**src/hdl/jpeg_exif_orientation_finder_unit_defines.svh**
```systemverilog
// ----------------------------------------------------------------------------
// Assertion macros for the Exif orientation finder
// Implication checks, same-cycle and next-cycle, compiled out by NO_ASSERTIONS.
// ----------------------------------------------------------------------------
`ifndef JPEG_EXIF_ORIENTATION_FINDER_UNIT_DEFINES_SVH
`define JPEG_EXIF_ORIENTATION_FINDER_UNIT_DEFINES_SVH

`ifndef NO_ASSERTIONS
`define JEOF_ASSERT_IMP(lbl, clk, rstn, ante, cons) \
    lbl: assert property (@(posedge clk) disable iff (!rstn) (ante) |-> (cons)) \
        else $error("jeof: same-cycle check failed");
`define JEOF_ASSERT_NXT(lbl, clk, rstn, ante, cons) \
    lbl: assert property (@(posedge clk) disable iff (!rstn) (ante) |=> (cons)) \
        else $error("jeof: next-cycle check failed");
`else
`define JEOF_ASSERT_IMP(lbl, clk, rstn, ante, cons)
`define JEOF_ASSERT_NXT(lbl, clk, rstn, ante, cons)
`endif

`endif

```
**src/hdl/jeof_pkg.sv**
```systemverilog
// ----------------------------------------------------------------------------
// jeof_pkg
// Constants, shared types and byte-order helpers of the orientation finder.
// ----------------------------------------------------------------------------
`default_nettype none

package jeof_pkg;

    localparam int SegmentBytes = 65536;
    localparam int HdrBytes     = 14;
    localparam int EntryBytes   = 12;
    localparam int ExifHdrBytes = 6;

    localparam logic [7:0]  MarkFill = 8'hFF;
    localparam logic [7:0]  MarkSoi  = 8'hD8;
    localparam logic [7:0]  MarkEoi  = 8'hD9;
    localparam logic [7:0]  MarkSos  = 8'hDA;
    localparam logic [7:0]  MarkTem  = 8'h01;
    localparam logic [7:0]  MarkRst0 = 8'hD0;
    localparam logic [7:0]  MarkApp1 = 8'hE1;

    localparam logic [47:0] ExifSig   = 48'h4578_6966_0000;
    localparam logic [15:0] OrderLe   = 16'h4949;
    localparam logic [15:0] OrderBe   = 16'h4D4D;
    localparam logic [15:0] TiffMagic = 16'd42;
    localparam logic [15:0] TagOrient = 16'h0112;
    localparam logic [15:0] TypeShort = 16'd3;

    typedef struct packed {
        logic        start;
        logic [15:0] seg_size;
        logic [31:0] tiff_start;
    } t_jeof_kick;

    typedef struct packed {
        logic        busy;
        logic        done;
        logic        hit;
        logic        stop;
        logic [3:0]  orientation;
        logic [31:0] tag_offset;
        logic        big_endian;
    } t_jeof_res;

    function automatic logic [15:0] jeof_get16(input logic [7:0] b0, input logic [7:0] b1,
                                               input logic be);
        return be ? {b0, b1} : {b1, b0};
    endfunction

    function automatic logic [31:0] jeof_get32(input logic [7:0] b0, input logic [7:0] b1,
                                               input logic [7:0] b2, input logic [7:0] b3,
                                               input logic be);
        return be ? {b0, b1, b2, b3} : {b3, b2, b1, b0};
    endfunction

endpackage

`default_nettype wire

```
**src/hdl/jeof_ifd_walk.sv**
```systemverilog
// ----------------------------------------------------------------------------
// jeof_ifd_walk
// Reads a stored Exif segment: TIFF header check, then first-IFD tag search.
// ----------------------------------------------------------------------------
`default_nettype none

module jeof_ifd_walk #(
    parameter int  SEGMENT_BYTES = jeof_pkg::SegmentBytes,
    localparam int AW            = $clog2(SEGMENT_BYTES)
) (
    input  wire logic               i_clk,
    input  wire logic               i_rst_n,
    input  wire jeof_pkg::t_jeof_kick i_kick,
    output logic                    o_rd_en,
    output logic [AW-1:0]           o_rd_addr,
    input  wire logic [7:0]         i_rd_data,
    output jeof_pkg::t_jeof_res     o_res
);
    import jeof_pkg::*;

    typedef enum logic [6:0] {
        S_IDLE    = 7'b0000001,
        S_READ    = 7'b0000010,
        S_HDR     = 7'b0000100,
        S_CNT     = 7'b0001000,
        S_ENT_CHK = 7'b0010000,
        S_ENT     = 7'b0100000,
        S_VAL     = 7'b1000000
    } t_walk_state;

    t_walk_state r_state, r_ret;
    logic [15:0]   r_tsz;
    logic [31:0]   r_tstart;
    logic          r_be;
    logic [31:0]   r_ifd;
    logic [15:0]   r_count;
    logic [15:0]   r_idx;
    logic [33:0]   r_entry;
    logic [AW-1:0] r_rd_base;
    logic [3:0]    r_rd_n;
    logic [3:0]    r_rd_cnt;
    logic          r_pend;
    logic [3:0]    r_pend_idx;
    logic [7:0]    r_buf [HdrBytes];
    logic          r_done, r_hit, r_stop;
    logic [3:0]    r_orient;
    logic [31:0]   r_voff;

    logic [33:0] w_tsz;
    logic        w_hdr_be;
    logic        w_order_ok;
    logic [15:0] w_magic;
    logic [31:0] w_ifd;
    logic [15:0] w_h0, w_h1;
    logic [31:0] w_w1;

    assign w_tsz      = {18'd0, r_tsz};
    assign w_hdr_be   = ({r_buf[6], r_buf[7]} == OrderBe);
    assign w_order_ok = w_hdr_be || ({r_buf[6], r_buf[7]} == OrderLe);
    assign w_magic    = jeof_get16(r_buf[8], r_buf[9], w_hdr_be);
    assign w_ifd      = jeof_get32(r_buf[10], r_buf[11], r_buf[12], r_buf[13], w_hdr_be);
    assign w_h0       = jeof_get16(r_buf[0], r_buf[1], r_be);
    assign w_h1       = jeof_get16(r_buf[2], r_buf[3], r_be);
    assign w_w1       = jeof_get32(r_buf[4], r_buf[5], r_buf[6], r_buf[7], r_be);

    assign o_rd_en   = (r_state == S_READ) && (r_rd_cnt != r_rd_n);
    assign o_rd_addr = r_rd_base + AW'(r_rd_cnt);

    always_ff @(posedge i_clk) begin
        r_pend     <= o_rd_en;
        r_pend_idx <= r_rd_cnt;
        if (r_pend) begin
            r_buf[r_pend_idx] <= i_rd_data;
        end
        if (o_rd_en) begin
            r_rd_cnt <= r_rd_cnt + 4'd1;
        end
        if (!i_rst_n) begin
            r_state <= S_IDLE;
            r_done  <= 1'b0;
            r_pend  <= 1'b0;
        end else begin
            r_done <= 1'b0;
            unique case (r_state)
                S_IDLE: begin
                    if (i_kick.start) begin
                        r_tsz     <= i_kick.seg_size - 16'(ExifHdrBytes);
                        r_tstart  <= i_kick.tiff_start;
                        r_hit     <= 1'b0;
                        r_stop    <= 1'b0;
                        r_rd_base <= '0;
                        r_rd_n    <= 4'(HdrBytes);
                        r_rd_cnt  <= '0;
                        r_ret     <= S_HDR;
                        r_state   <= S_READ;
                    end
                end
                S_READ: begin
                    if (r_rd_cnt == r_rd_n && !r_pend) begin
                        r_state <= r_ret;
                    end
                end
                S_HDR: begin
                    r_be <= w_hdr_be;
                    if ({r_buf[0], r_buf[1], r_buf[2], r_buf[3], r_buf[4], r_buf[5]}
                            == ExifSig && w_order_ok && w_magic == TiffMagic
                            && ({2'd0, w_ifd} + 34'd2 <= w_tsz)) begin
                        r_ifd     <= w_ifd;
                        r_rd_base <= AW'(w_ifd + 32'(ExifHdrBytes));
                        r_rd_n    <= 4'd2;
                        r_rd_cnt  <= '0;
                        r_ret     <= S_CNT;
                        r_state   <= S_READ;
                    end else begin
                        r_done  <= 1'b1;
                        r_state <= S_IDLE;
                    end
                end
                S_CNT: begin
                    r_count <= w_h0;
                    r_idx   <= '0;
                    r_entry <= {2'd0, r_ifd} + 34'd2;
                    r_state <= S_ENT_CHK;
                end
                S_ENT_CHK: begin
                    if (r_idx >= r_count || r_entry + 34'd8 > w_tsz) begin
                        r_done  <= 1'b1;
                        r_state <= S_IDLE;
                    end else begin
                        r_rd_base <= AW'(r_entry + 34'(ExifHdrBytes));
                        r_rd_n    <= 4'd8;
                        r_rd_cnt  <= '0;
                        r_ret     <= S_ENT;
                        r_state   <= S_READ;
                    end
                end
                S_ENT: begin
                    if (w_h0 == TagOrient && w_h1 == TypeShort && w_w1 == 32'd1
                            && r_entry + 34'd10 <= w_tsz) begin
                        r_rd_base <= AW'(r_entry + 34'(ExifHdrBytes + 8));
                        r_rd_n    <= 4'd2;
                        r_rd_cnt  <= '0;
                        r_ret     <= S_VAL;
                        r_state   <= S_READ;
                    end else begin
                        r_idx   <= r_idx + 16'd1;
                        r_entry <= r_entry + 34'(EntryBytes);
                        r_state <= S_ENT_CHK;
                    end
                end
                S_VAL: begin
                    r_stop   <= 1'b1;
                    r_hit    <= (w_h0 >= 16'd1) && (w_h0 <= 16'd8);
                    r_orient <= w_h0[3:0];
                    r_voff   <= r_tstart + r_entry[31:0] + 32'd8;
                    r_done   <= 1'b1;
                    r_state  <= S_IDLE;
                end
                default: r_state <= S_IDLE;
            endcase
        end
    end

    always_comb begin
        o_res.busy         = (r_state != S_IDLE);
        o_res.done         = r_done;
        o_res.hit          = r_hit;
        o_res.stop         = r_stop;
        o_res.orientation  = r_orient;
        o_res.tag_offset   = r_voff;
        o_res.big_endian   = r_be;
    end

endmodule

`default_nettype wire

```
**config.mk**
```make
export PLATFORM = sky130hd
export DESIGN_NAME = jeof_ifd_walk
export DESIGN_NICKNAME = d
export VERILOG_FILES = /design/src/hdl/jpeg_exif_orientation_finder_unit_defines.svh /design/src/hdl/jeof_pkg.sv /design/src/hdl/jeof_ifd_walk.sv
export SDC_FILE = /design/constraint.sdc
export NUM_CORES = 1
export LEC_CHECK = 0
export BUFFER_PORTS_ARGS = -buffer_cell sky130_fd_sc_hd__buf_2
export CORE_UTILIZATION = 55
export CTS_CLUSTER_DIAMETER = 120
export DETAILED_ROUTE_END_ITERATION = 7
export GPL_ROUTABILITY_DRIVEN = 0
export GPL_TIMING_DRIVEN = 0
export HOLD_SLACK_MARGIN = 0.03
export PLACE_DENSITY = 0.76
export SYNTH_ARGS = -nofsm -noshare
export SYNTH_HDL_FRONTEND = slang
export SYNTH_SLANG_ARGS = --single-unit
```
**constraint.sdc**
```tcl
create_clock -name i_clk -period 8.74 [get_ports i_clk]
set_clock_uncertainty 0.05 [all_clocks]
set_input_delay 0.437 -clock i_clk [delete_from_list [all_inputs] [get_ports i_clk]]
set_output_delay 0.437 -clock i_clk [all_outputs]
set_load 0.005 [all_outputs]
```
==> metrics.md, run 1 <==
| Metric | Value |
|---|---|
| Status | `finished, violations left` |
| Violated checks | `design-rule violations` |
| Number of standard-cell rows in the floorplan | `69` |
| Total global routing overflow | `0` |
| Critical Setup Path Class | `reg -> reg` |
| Top cell type's share of synthesized area | `0.480` |
| Leading post-synthesis cells by instance count | `sky130_fd_sc_hd__edfxtp_1 (320), sky130_fd_sc_hd__nand2_1 (195), sky130_fd_sc_hd__ha_1 (141), sky130_fd_sc_hd__nor2_1 (127), sky130_fd_sc_hd__xnor2_1 (113)` |
| Number of post-CTS setup repair buffers | `0` |
| Clock latency reported for the late side of the worst-skew pair | `570 ps` |
| Vias in the first global route | `14600` |
| Global-route usage over all layers | `0.275` |
| Class of the worst hold path | `in -> reg` |
| Number of non-filler instances in the completed layout | `about 2500` |
| Post-route ant nets | `0` |
| Dominant cell type by area after synthesis | `sky130_fd_sc_hd__edfxtp_1` |
| Die span in y | `slightly below 200 um` |
| CTS buffer count | `37` |
| Combined area of the multi-input logic cells | `9480 um2` |
| Global-route wire length before repair | `77700 um` |
| Sum of negative setup slack | `0 ps` |
| Layout net count | `2257` |
| H-tree levels | `2` |
| Critical Path Sink Type | `flop` |
| Effective utilization at floorplan | `0.562` |
| Flop pwr share | `0.502` |
| Max-slew headroom | `0.136` |
| Data required time of the critical path | `between 8000 and 9000 ps` |
| Core region area | `35700 um2` |
| Maximum clock frequency | `126 MHz` |
| Final critical-path required period | `around 8000 ps` |
| Vias per std cell | `6.10` |
| Cell with the most instances after synthesis | `sky130_fd_sc_hd__edfxtp_1` |
| Share of layout cells above drive strength 1 | `0.114` |
| Gate power share | `0.082` |
| Arrival time of the worst setup path | `8060 ps` |
| Met3 demand-to-capacity share in global routing | `0.0498` |
| Register clock-pin slew on the reported worst setup and hold paths | `60 ps` |
| Clk buf depth | `3` |
| Switching share of total power | `0.230` |
| Gate count after technology mapping | `roughly 1900` |
| Critical path peak fanout | `23` |
| Register bit total from synthesis | `337` |
| Maxcap violations | `0` |
| Post-Route Utilization | `0.638` |
| Cell Count Post-Placement | `roughly 2400` |
| Fin crit share | `0.909` |
| Internal power contribution | `between 0.002 and 0.003 W` |
| Prevailing post-synth register cell | `sky130_fd_sc_hd__edfxtp_1` |
| Via count | `around 16000` |
| Number of hold violations in the final report | `0` |
| Worst setup SP type | `flop` |
| Die area | `roughly 37000 um2` |
| Transition time at the pin with the least slew margin | `1300 ps` |
| DIE WIDTH | `between 150 and 200 um` |
| Max-slew violation total from the final report | `0` |
| DR iter-0 viols | `roughly 1700` |
| TritonCTS clock tree | `built` |
| Antenna cells | `0` |
| Final setup vio count | `0` |
| Number of antenna violations at the first check in global routing | `0` |
| DR pass1 iterations | `8` |
| Routing usage on met2 | `0.438` |
| Cell chosen for the clock root | `sky130_fd_sc_hd__clkbuf_16` |
| Synthesized netlist net count | `2067` |
| Half-perimeter wire length after detailed placement | `between 30000 and 40000 um` |
| Post-placement setup slack | `approximately 1000 ps` |
| Filler instances | `2757` |
| DRC violations left | `25` |
| Count of synthesis-stage warnings from yosys | `0` |
| Fraction of met1 tracks used by global routing | `0.357` |
| Sw power | `0.000846 W` |
| Netlist area before placement | `20000 um2` |
| Total power density per cell area | `roughly 160 nW/um2` |
| Worst Slack Setup Final | `around 800 ps` |
| Port Buf Inserts | `115` |
| Proportion of synthesized flip-flops having asynchronous set or reset | `0` |
| Average cell area after synthesis | `between 10 and 15 um2` |
| Leakage power | `roughly 8.5 nW` |
| Count of boundary I/O pins | `117` |
| Clock share of power | `0.416` |
| Largest net degree at the start of global routing | `38` |
| Unrepaired setup endpoints after global routing | `false` |
| Sequential fraction of the synthesis area | `0.497` |
| Number of flops mapped to enable cells by yosys | `320` |
| Area growth syn-to-layout | `13.6%` |
| Storage element area | `between 9000 and 10000 um2` |
| Number of different library cells in the post-synthesis netlist | `84` |
| GRT busiest layer | `met2` |
| Cell types occupying the most area after synthesis | `sky130_fd_sc_hd__edfxtp_1 (48%), sky130_fd_sc_hd__ha_1 (8.8%), sky130_fd_sc_hd__xnor2_1 (4.9%)` |
| WHS | `109 ps` |
| Final routed wirelength across all metal layers | `51000 um` |
| Sinks on the clock net | `approximately 340` |
| Maximum VDD drop | `0.000173 V` |
| Avg WL per Cell | `20.0 um` |
==> worst paths after layout <==
path	slack, ps	startpoint	depth (start not counted)	end
worst min-delay path	110	i_kick[33]	2	r_tsz[1]
worst min register to register	400	r_rd_cnt[3]	0	r_pend_idx[3]
worst max-delay path	800	r_buf[6][1]	23	r_rd_base[4]
worst max register to register	800	r_buf[6][1]	23	r_rd_base[4]
==> registers in the layout, indices dropped and copies added (netlist names), 4 cells and up <==
signal,flops
r_buf,112
r_count,16
r_entry,34
r_idx,16
r_ifd,32
r_orient,4
r_pend_idx,4
r_rd_base,16
r_rd_cnt,4
r_ret,4
r_state,7
r_tstart,32
r_tsz,16
r_voff,32
==> per-layer routing <==
layer / wire (um) / vias up
met5: 0 / -
met4: 2850 / 0
met3: 4350 / 188
met2: 23300 / 791
met1: 20500 / 7282
li1: - / 7240
==> logic make-up (layout without fill, tap and decap cells) <==
kind of cell / Yosys count / after routing / synth area share
buffers and inverters: 151 / 368 / 0.0309
multiplexers: 46 / 46 / 0.0245
AO/OA/AOI/OAI: 290 / 290 / 0.0919
XOR/XNOR: 210 / 210 / 0.0919
flip-flops: 337 / 337 / 0.497
adder cells (fa/ha/maj): 143 / 143 / 0.0901
AND/OR/NAND/NOR: 688 / 688 / 0.174
==> area by class of cell <==
class,instances,area share
clock inverter,16,0.00819
tap,461,0.0254
inverter,79,0.0130
timing repair buffer,151,0.0421
clock buffer,50,0.0433
buffer,72,0.0142
multi-input combinational,1377,0.417
sequential,337,0.437
==> repair_timing <==
item                      CTS  global route
hold endpoints to repair   33             0
hold buffers               33             0
resized for setup           0             0
==> stage by stage <==
stage	instance area, um2	total power [W]
4_1_cts	22700	0.00370
6_report	22700	0.00368
5_1_grt	22700	0.00379
3_3_place_gp	21200	0.00215
3_5_place_dp	21200	0.00216
2_1_floorplan	20000	0.00205
==> power by group through the flow <==
stage	registers, W	clock network, W	logic, W
after floorplan	0.00187	0	0.000185
after global placement	0.00188	0	0.000269
after detailed placement	0.00188	0	0.000286
after CTS	0.00184	0.00155	0.000302
after global routing	0.00185	0.00161	0.000335
final	0.00184	0.00153	0.000303
==> layout by cell type, fill, tap and decap left out, types with 20 or more instances in the layout <==
master and instances:
sky130_fd_sc_hd__dlygate4sd3_1 33, sky130_fd_sc_hd__inv_1 79, sky130_fd_sc_hd__nand2_1 195, sky130_fd_sc_hd__nand4_1 63
sky130_fd_sc_hd__xnor2_1 113, sky130_fd_sc_hd__a21o_1 35, sky130_fd_sc_hd__clkbuf_16 37, sky130_fd_sc_hd__ha_1 141
sky130_fd_sc_hd__nor4_1 29, sky130_fd_sc_hd__o21ai_0 79, sky130_fd_sc_hd__nor2_1 125, sky130_fd_sc_hd__buf_2 127
sky130_fd_sc_hd__nand3_1 67, sky130_fd_sc_hd__clkbuf_1 58, sky130_fd_sc_hd__a21oi_1 82, sky130_fd_sc_hd__mux2i_1 27
sky130_fd_sc_hd__nor3_1 58, sky130_fd_sc_hd__xor2_1 97, sky130_fd_sc_hd__edfxtp_1 320, sky130_fd_sc_hd__nor2b_1 20
sky130_fd_sc_hd__and3_1 24
==> worst max-delay path, cell delays in order (launching register included) <==
cell and delay [ps]:
sky130_fd_sc_hd__edfxtp_1 360, sky130_fd_sc_hd__or4_4 580, sky130_fd_sc_hd__nor4_4 530, sky130_fd_sc_hd__buf_4 300
sky130_fd_sc_hd__buf_4 210, sky130_fd_sc_hd__buf_4 210, sky130_fd_sc_hd__buf_4 220, sky130_fd_sc_hd__nand2_1 70
sky130_fd_sc_hd__nand2_1 190, sky130_fd_sc_hd__ha_1 330, sky130_fd_sc_hd__nand3_1 110, sky130_fd_sc_hd__mux2i_1 610
sky130_fd_sc_hd__nor2b_1 320, sky130_fd_sc_hd__nand2_1 110, sky130_fd_sc_hd__xnor2_1 220, sky130_fd_sc_hd__ha_1 310
sky130_fd_sc_hd__a2111oi_0 460, sky130_fd_sc_hd__o21ai_0 160, sky130_fd_sc_hd__a21oi_1 140, sky130_fd_sc_hd__a211o_1 150
sky130_fd_sc_hd__o221ai_1 160, sky130_fd_sc_hd__nand4bb_2 360, sky130_fd_sc_hd__a211oi_4 410, sky130_fd_sc_hd__and2_1 950
(Power assumes the default switching activity.)
==> run 2: changes to the inputs <==
--- a/config.mk
+++ b/config.mk
@@ -5,13 +5,13 @@
 export SDC_FILE = /design/constraint.sdc
 export NUM_CORES = 1
 export LEC_CHECK = 0
-export BUFFER_PORTS_ARGS = -buffer_cell sky130_fd_sc_hd__buf_2
+export BUFFER_PORTS_ARGS = -buffer_cell sky130_fd_sc_hd__buf_4
 export CORE_UTILIZATION = 55
-export CTS_CLUSTER_DIAMETER = 120
 export DETAILED_ROUTE_END_ITERATION = 7
 export GPL_ROUTABILITY_DRIVEN = 0
 export GPL_TIMING_DRIVEN = 0
 export HOLD_SLACK_MARGIN = 0.03
+export MAX_ROUTING_LAYER = met4
 export PLACE_DENSITY = 0.76
 export SYNTH_ARGS = -nofsm -noshare
 export SYNTH_HDL_FRONTEND = slang
==> metrics.md, run 2 (synthesized netlist as in run 1, its figures left out) <==
| Metric | Value |
|---|---|
| Die span in y | `193 um (unchanged)` |
| Critical path peak fanout | `23 (unchanged)` |
| Final routed wirelength across all metal layers | `51400 um (was 51000 um)` |
| Sinks on the clock net | `337 (unchanged)` |
| Maximum clock frequency | `129 MHz (was 126 MHz)` |
| Area growth syn-to-layout | `15.5% (was 13.6%)` |
| Arrival time of the worst setup path | `7860 ps (was 8060 ps)` |
| DIE WIDTH | `193 um (unchanged)` |
| Port Buf Inserts | `115 (unchanged)` |
| Vias in the first global route | `14900 (was 14600)` |
| Total design power | `0.00379 W (was 0.00368 W)` |
| Via count | `15600 (was 15500)` |
| Global-route usage over all layers | `0.287 (was 0.275)` |
| Status | `finished, violations left (unchanged)` |
| Biggest registers after layout | `r_buf: 112 flops, r_entry: 34 flops (unchanged)` |
| Leakage power | `8.69 nW (was 8.55 nW)` |
| Critical Setup Path Class | `reg -> reg (unchanged)` |
| Register clock-pin slew on the reported worst setup and hold paths | `60 ps (about the same)` |
| Number of antenna violations at the first check in global routing | `0 (unchanged)` |
| Violated checks | `design-rule violations (unchanged)` |
| Data required time of the critical path | `8870 ps (was 8860 ps)` |
| Max-slew headroom | `0.141 (was 0.136)` |
| Antenna cells | `0 (unchanged)` |
| Fin crit share | `0.884 (was 0.909)` |
| Max-slew violation total from the final report | `0 (unchanged)` |
| Clk buf depth | `3 (unchanged)` |
| Cell-by-cell trace of the critical path | `or4_4, nor4_4, buf_4, buf_4, buf_4, buf_4, nand2_1, nand2_1, ha_1, nand3_1, mux2i_1, nor2b_1, nand2_1, xnor2_1, ha_1, a2111oi_0, o21ai_0, a21oi_1, a211o_1, o221ai_1, nand4bb_2, a211oi_4, and2_1 (unchanged)` |
| Worst setup SP type | `flop (unchanged)` |
| Transition time at the pin with the least slew margin | `1290 ps (was 1300 ps)` |
| Cell chosen for the clock root | `sky130_fd_sc_hd__clkbuf_16 (unchanged)` |
| Design Area, Final | `23100 um2 (was 22700 um2)` |
| Final setup vio count | `0 (unchanged)` |
| Register with the most flip-flops | `r_buf (unchanged)` |
| Cell type group with the largest total delay on the critical path | `simple AND/OR/NAND/NOR gates (unchanged)` |
| TritonCTS clock tree | `built (unchanged)` |
| Share of layout cells above drive strength 1 | `0.115 (was 0.114)` |
| DR iter-0 viols | `1672 (was 1682)` |
| Count of boundary I/O pins | `117 (unchanged)` |
| Number of non-filler instances in the completed layout | `2545 (was 2543)` |
| Placement Cell Area | `21500 um2 (was 21200 um2)` |
| Most common cell on crit path | `sky130_fd_sc_hd__buf_4 (unchanged)` |
| Post-route ant nets | `0 (unchanged)` |
| Number of standard-cell rows in the floorplan | `69 (unchanged)` |
| DR pass1 iterations | `8 (unchanged)` |
| Sum of negative setup slack | `0 ps (unchanged)` |
| Unrepaired setup endpoints after global routing | `false (unchanged)` |
| Layout net count | `2258 (was 2257)` |
| Total global routing overflow | `0 (unchanged)` |
| Die area | `37200 um2 (unchanged)` |
| Post-cts gate resize count | `0 (unchanged)` |
| Maximum VDD drop | `0.000214 V (was 0.000173 V)` |
| Critical Path Sink Type | `flop (unchanged)` |
| DRC violations left | `26 (was 25)` |
| Storage element area | `9950 um2 (unchanged)` |
| Vias per std cell | `6.13 (was 6.10)` |
| Filler instances | `2681 (was 2757)` |
| Global-route wire length before repair | `79300 um (was 77700 um)` |
| CP bufs+invs | `4 (unchanged)` |
| Class of the worst hold path | `in -> reg (unchanged)` |
| Maxcap violations | `0 (unchanged)` |
| Most common cell after layout, fill and taps aside | `sky130_fd_sc_hd__edfxtp_1 (unchanged)` |
| Cell type of the slowest stage on the worst timing path | `sky130_fd_sc_hd__and2_1 (unchanged)` |
| Combined area of the multi-input logic cells | `9480 um2 (unchanged)` |
| Effective utilization at floorplan | `0.562 (unchanged)` |
| Half-perimeter wire length after detailed placement | `37700 um (was 37500 um)` |
| CTS buffer count | `38 (was 37)` |
| Biggest cell delay along the critical path | `930 ps (was 950 ps)` |
| Cell Count Post-Placement | `2444 (unchanged)` |
| WHS | `100 ps (was 109 ps)` |
| Avg WL per Cell | `20.2 um (was 20.0 um)` |
| Clock latency reported for the late side of the worst-skew pair | `560 ps (was 570 ps)` |
| Final critical-path required period | `7730 ps (was 7940 ps)` |
| H-tree levels | `2 (unchanged)` |
| Number of hold violations in the final report | `0 (unchanged)` |
| Largest register FFs | `112 (unchanged)` |
| Core region area | `35700 um2 (unchanged)` |
| Commonest cells after routing, fill and taps aside | `sky130_fd_sc_hd__edfxtp_1 (320), sky130_fd_sc_hd__nand2_1 (195), sky130_fd_sc_hd__ha_1 (141) (unchanged)` |
| Total power density per cell area | `164 nW/um2 (was 162 nW/um2)` |
| Largest net degree at the start of global routing | `38 (unchanged)` |
-- run 2: changes by cell type in the layout (fill, tap and decap cells not counted), moves of 3 or more --
cell	previous run	this run
sky130_fd_sc_hd__clkbuf_1	58	55
sky130_fd_sc_hd__buf_2	127	12
sky130_fd_sc_hd__clkinv_1	1	4
sky130_fd_sc_hd__clkinv_2	7	4
sky130_fd_sc_hd__buf_4	8	123
-- run 2: cell type report --
class	count	area share
Inverter	79	0.0128
Timing Repair Buffer	151	0.0538
Clock buffer	47	0.0426
Buffer	72	0.0140
Sequential cell	337	0.430
Tap cell	461	0.0249
Multi-Input combinational cell	1377	0.410
Clock inverter	21	0.0122
-- run 2: through the flow --
| stage | setup WS, ps | util |
|---|---|---|
| CTS | 1080 | 0.649 |
| detailed placement | 1110 | 0.604 |
| floorplan | 2620 | - |
| global placement | 1190 | 0.602 |
| global route | 621 | 0.649 |
| finish | 1010 | 0.649 |
-- run 2: layer usage --
layer / track usage / share of wire
met1: 0.364 / 0.41
met2: 0.455 / 0.47
met3: 0.0500 / 0.081
met4: 0.115 / 0.042
met5: - / 0
-- run 2: repair_timing --
item	4_1_cts	5_1_grt
setup buffers	0	0
hold endpoints to repair	33	0
hold buffers	33	0
-- run 2: final timing paths --
check | end | startpoint | cells past startpoint | slack, ps
worst max-delay path | r_rd_base[10] | r_buf[6][1] | 23 | 1010
worst min-delay path | r_tsz[1] | i_kick[33] | 2 | 100
worst max register to register | r_rd_base[10] | r_buf[6][1] | 23 | 1010
worst min register to register | r_state[2] | r_ret[2] | 1 | 390
-- run 2: where the power goes --
part	internal (W)	switching (W)	total (W)
Sequential	0.00181	0.0000302	0.00184
Clock	0.000963	0.000666	0.00163
Combinational	0.000144	0.000174	0.000318
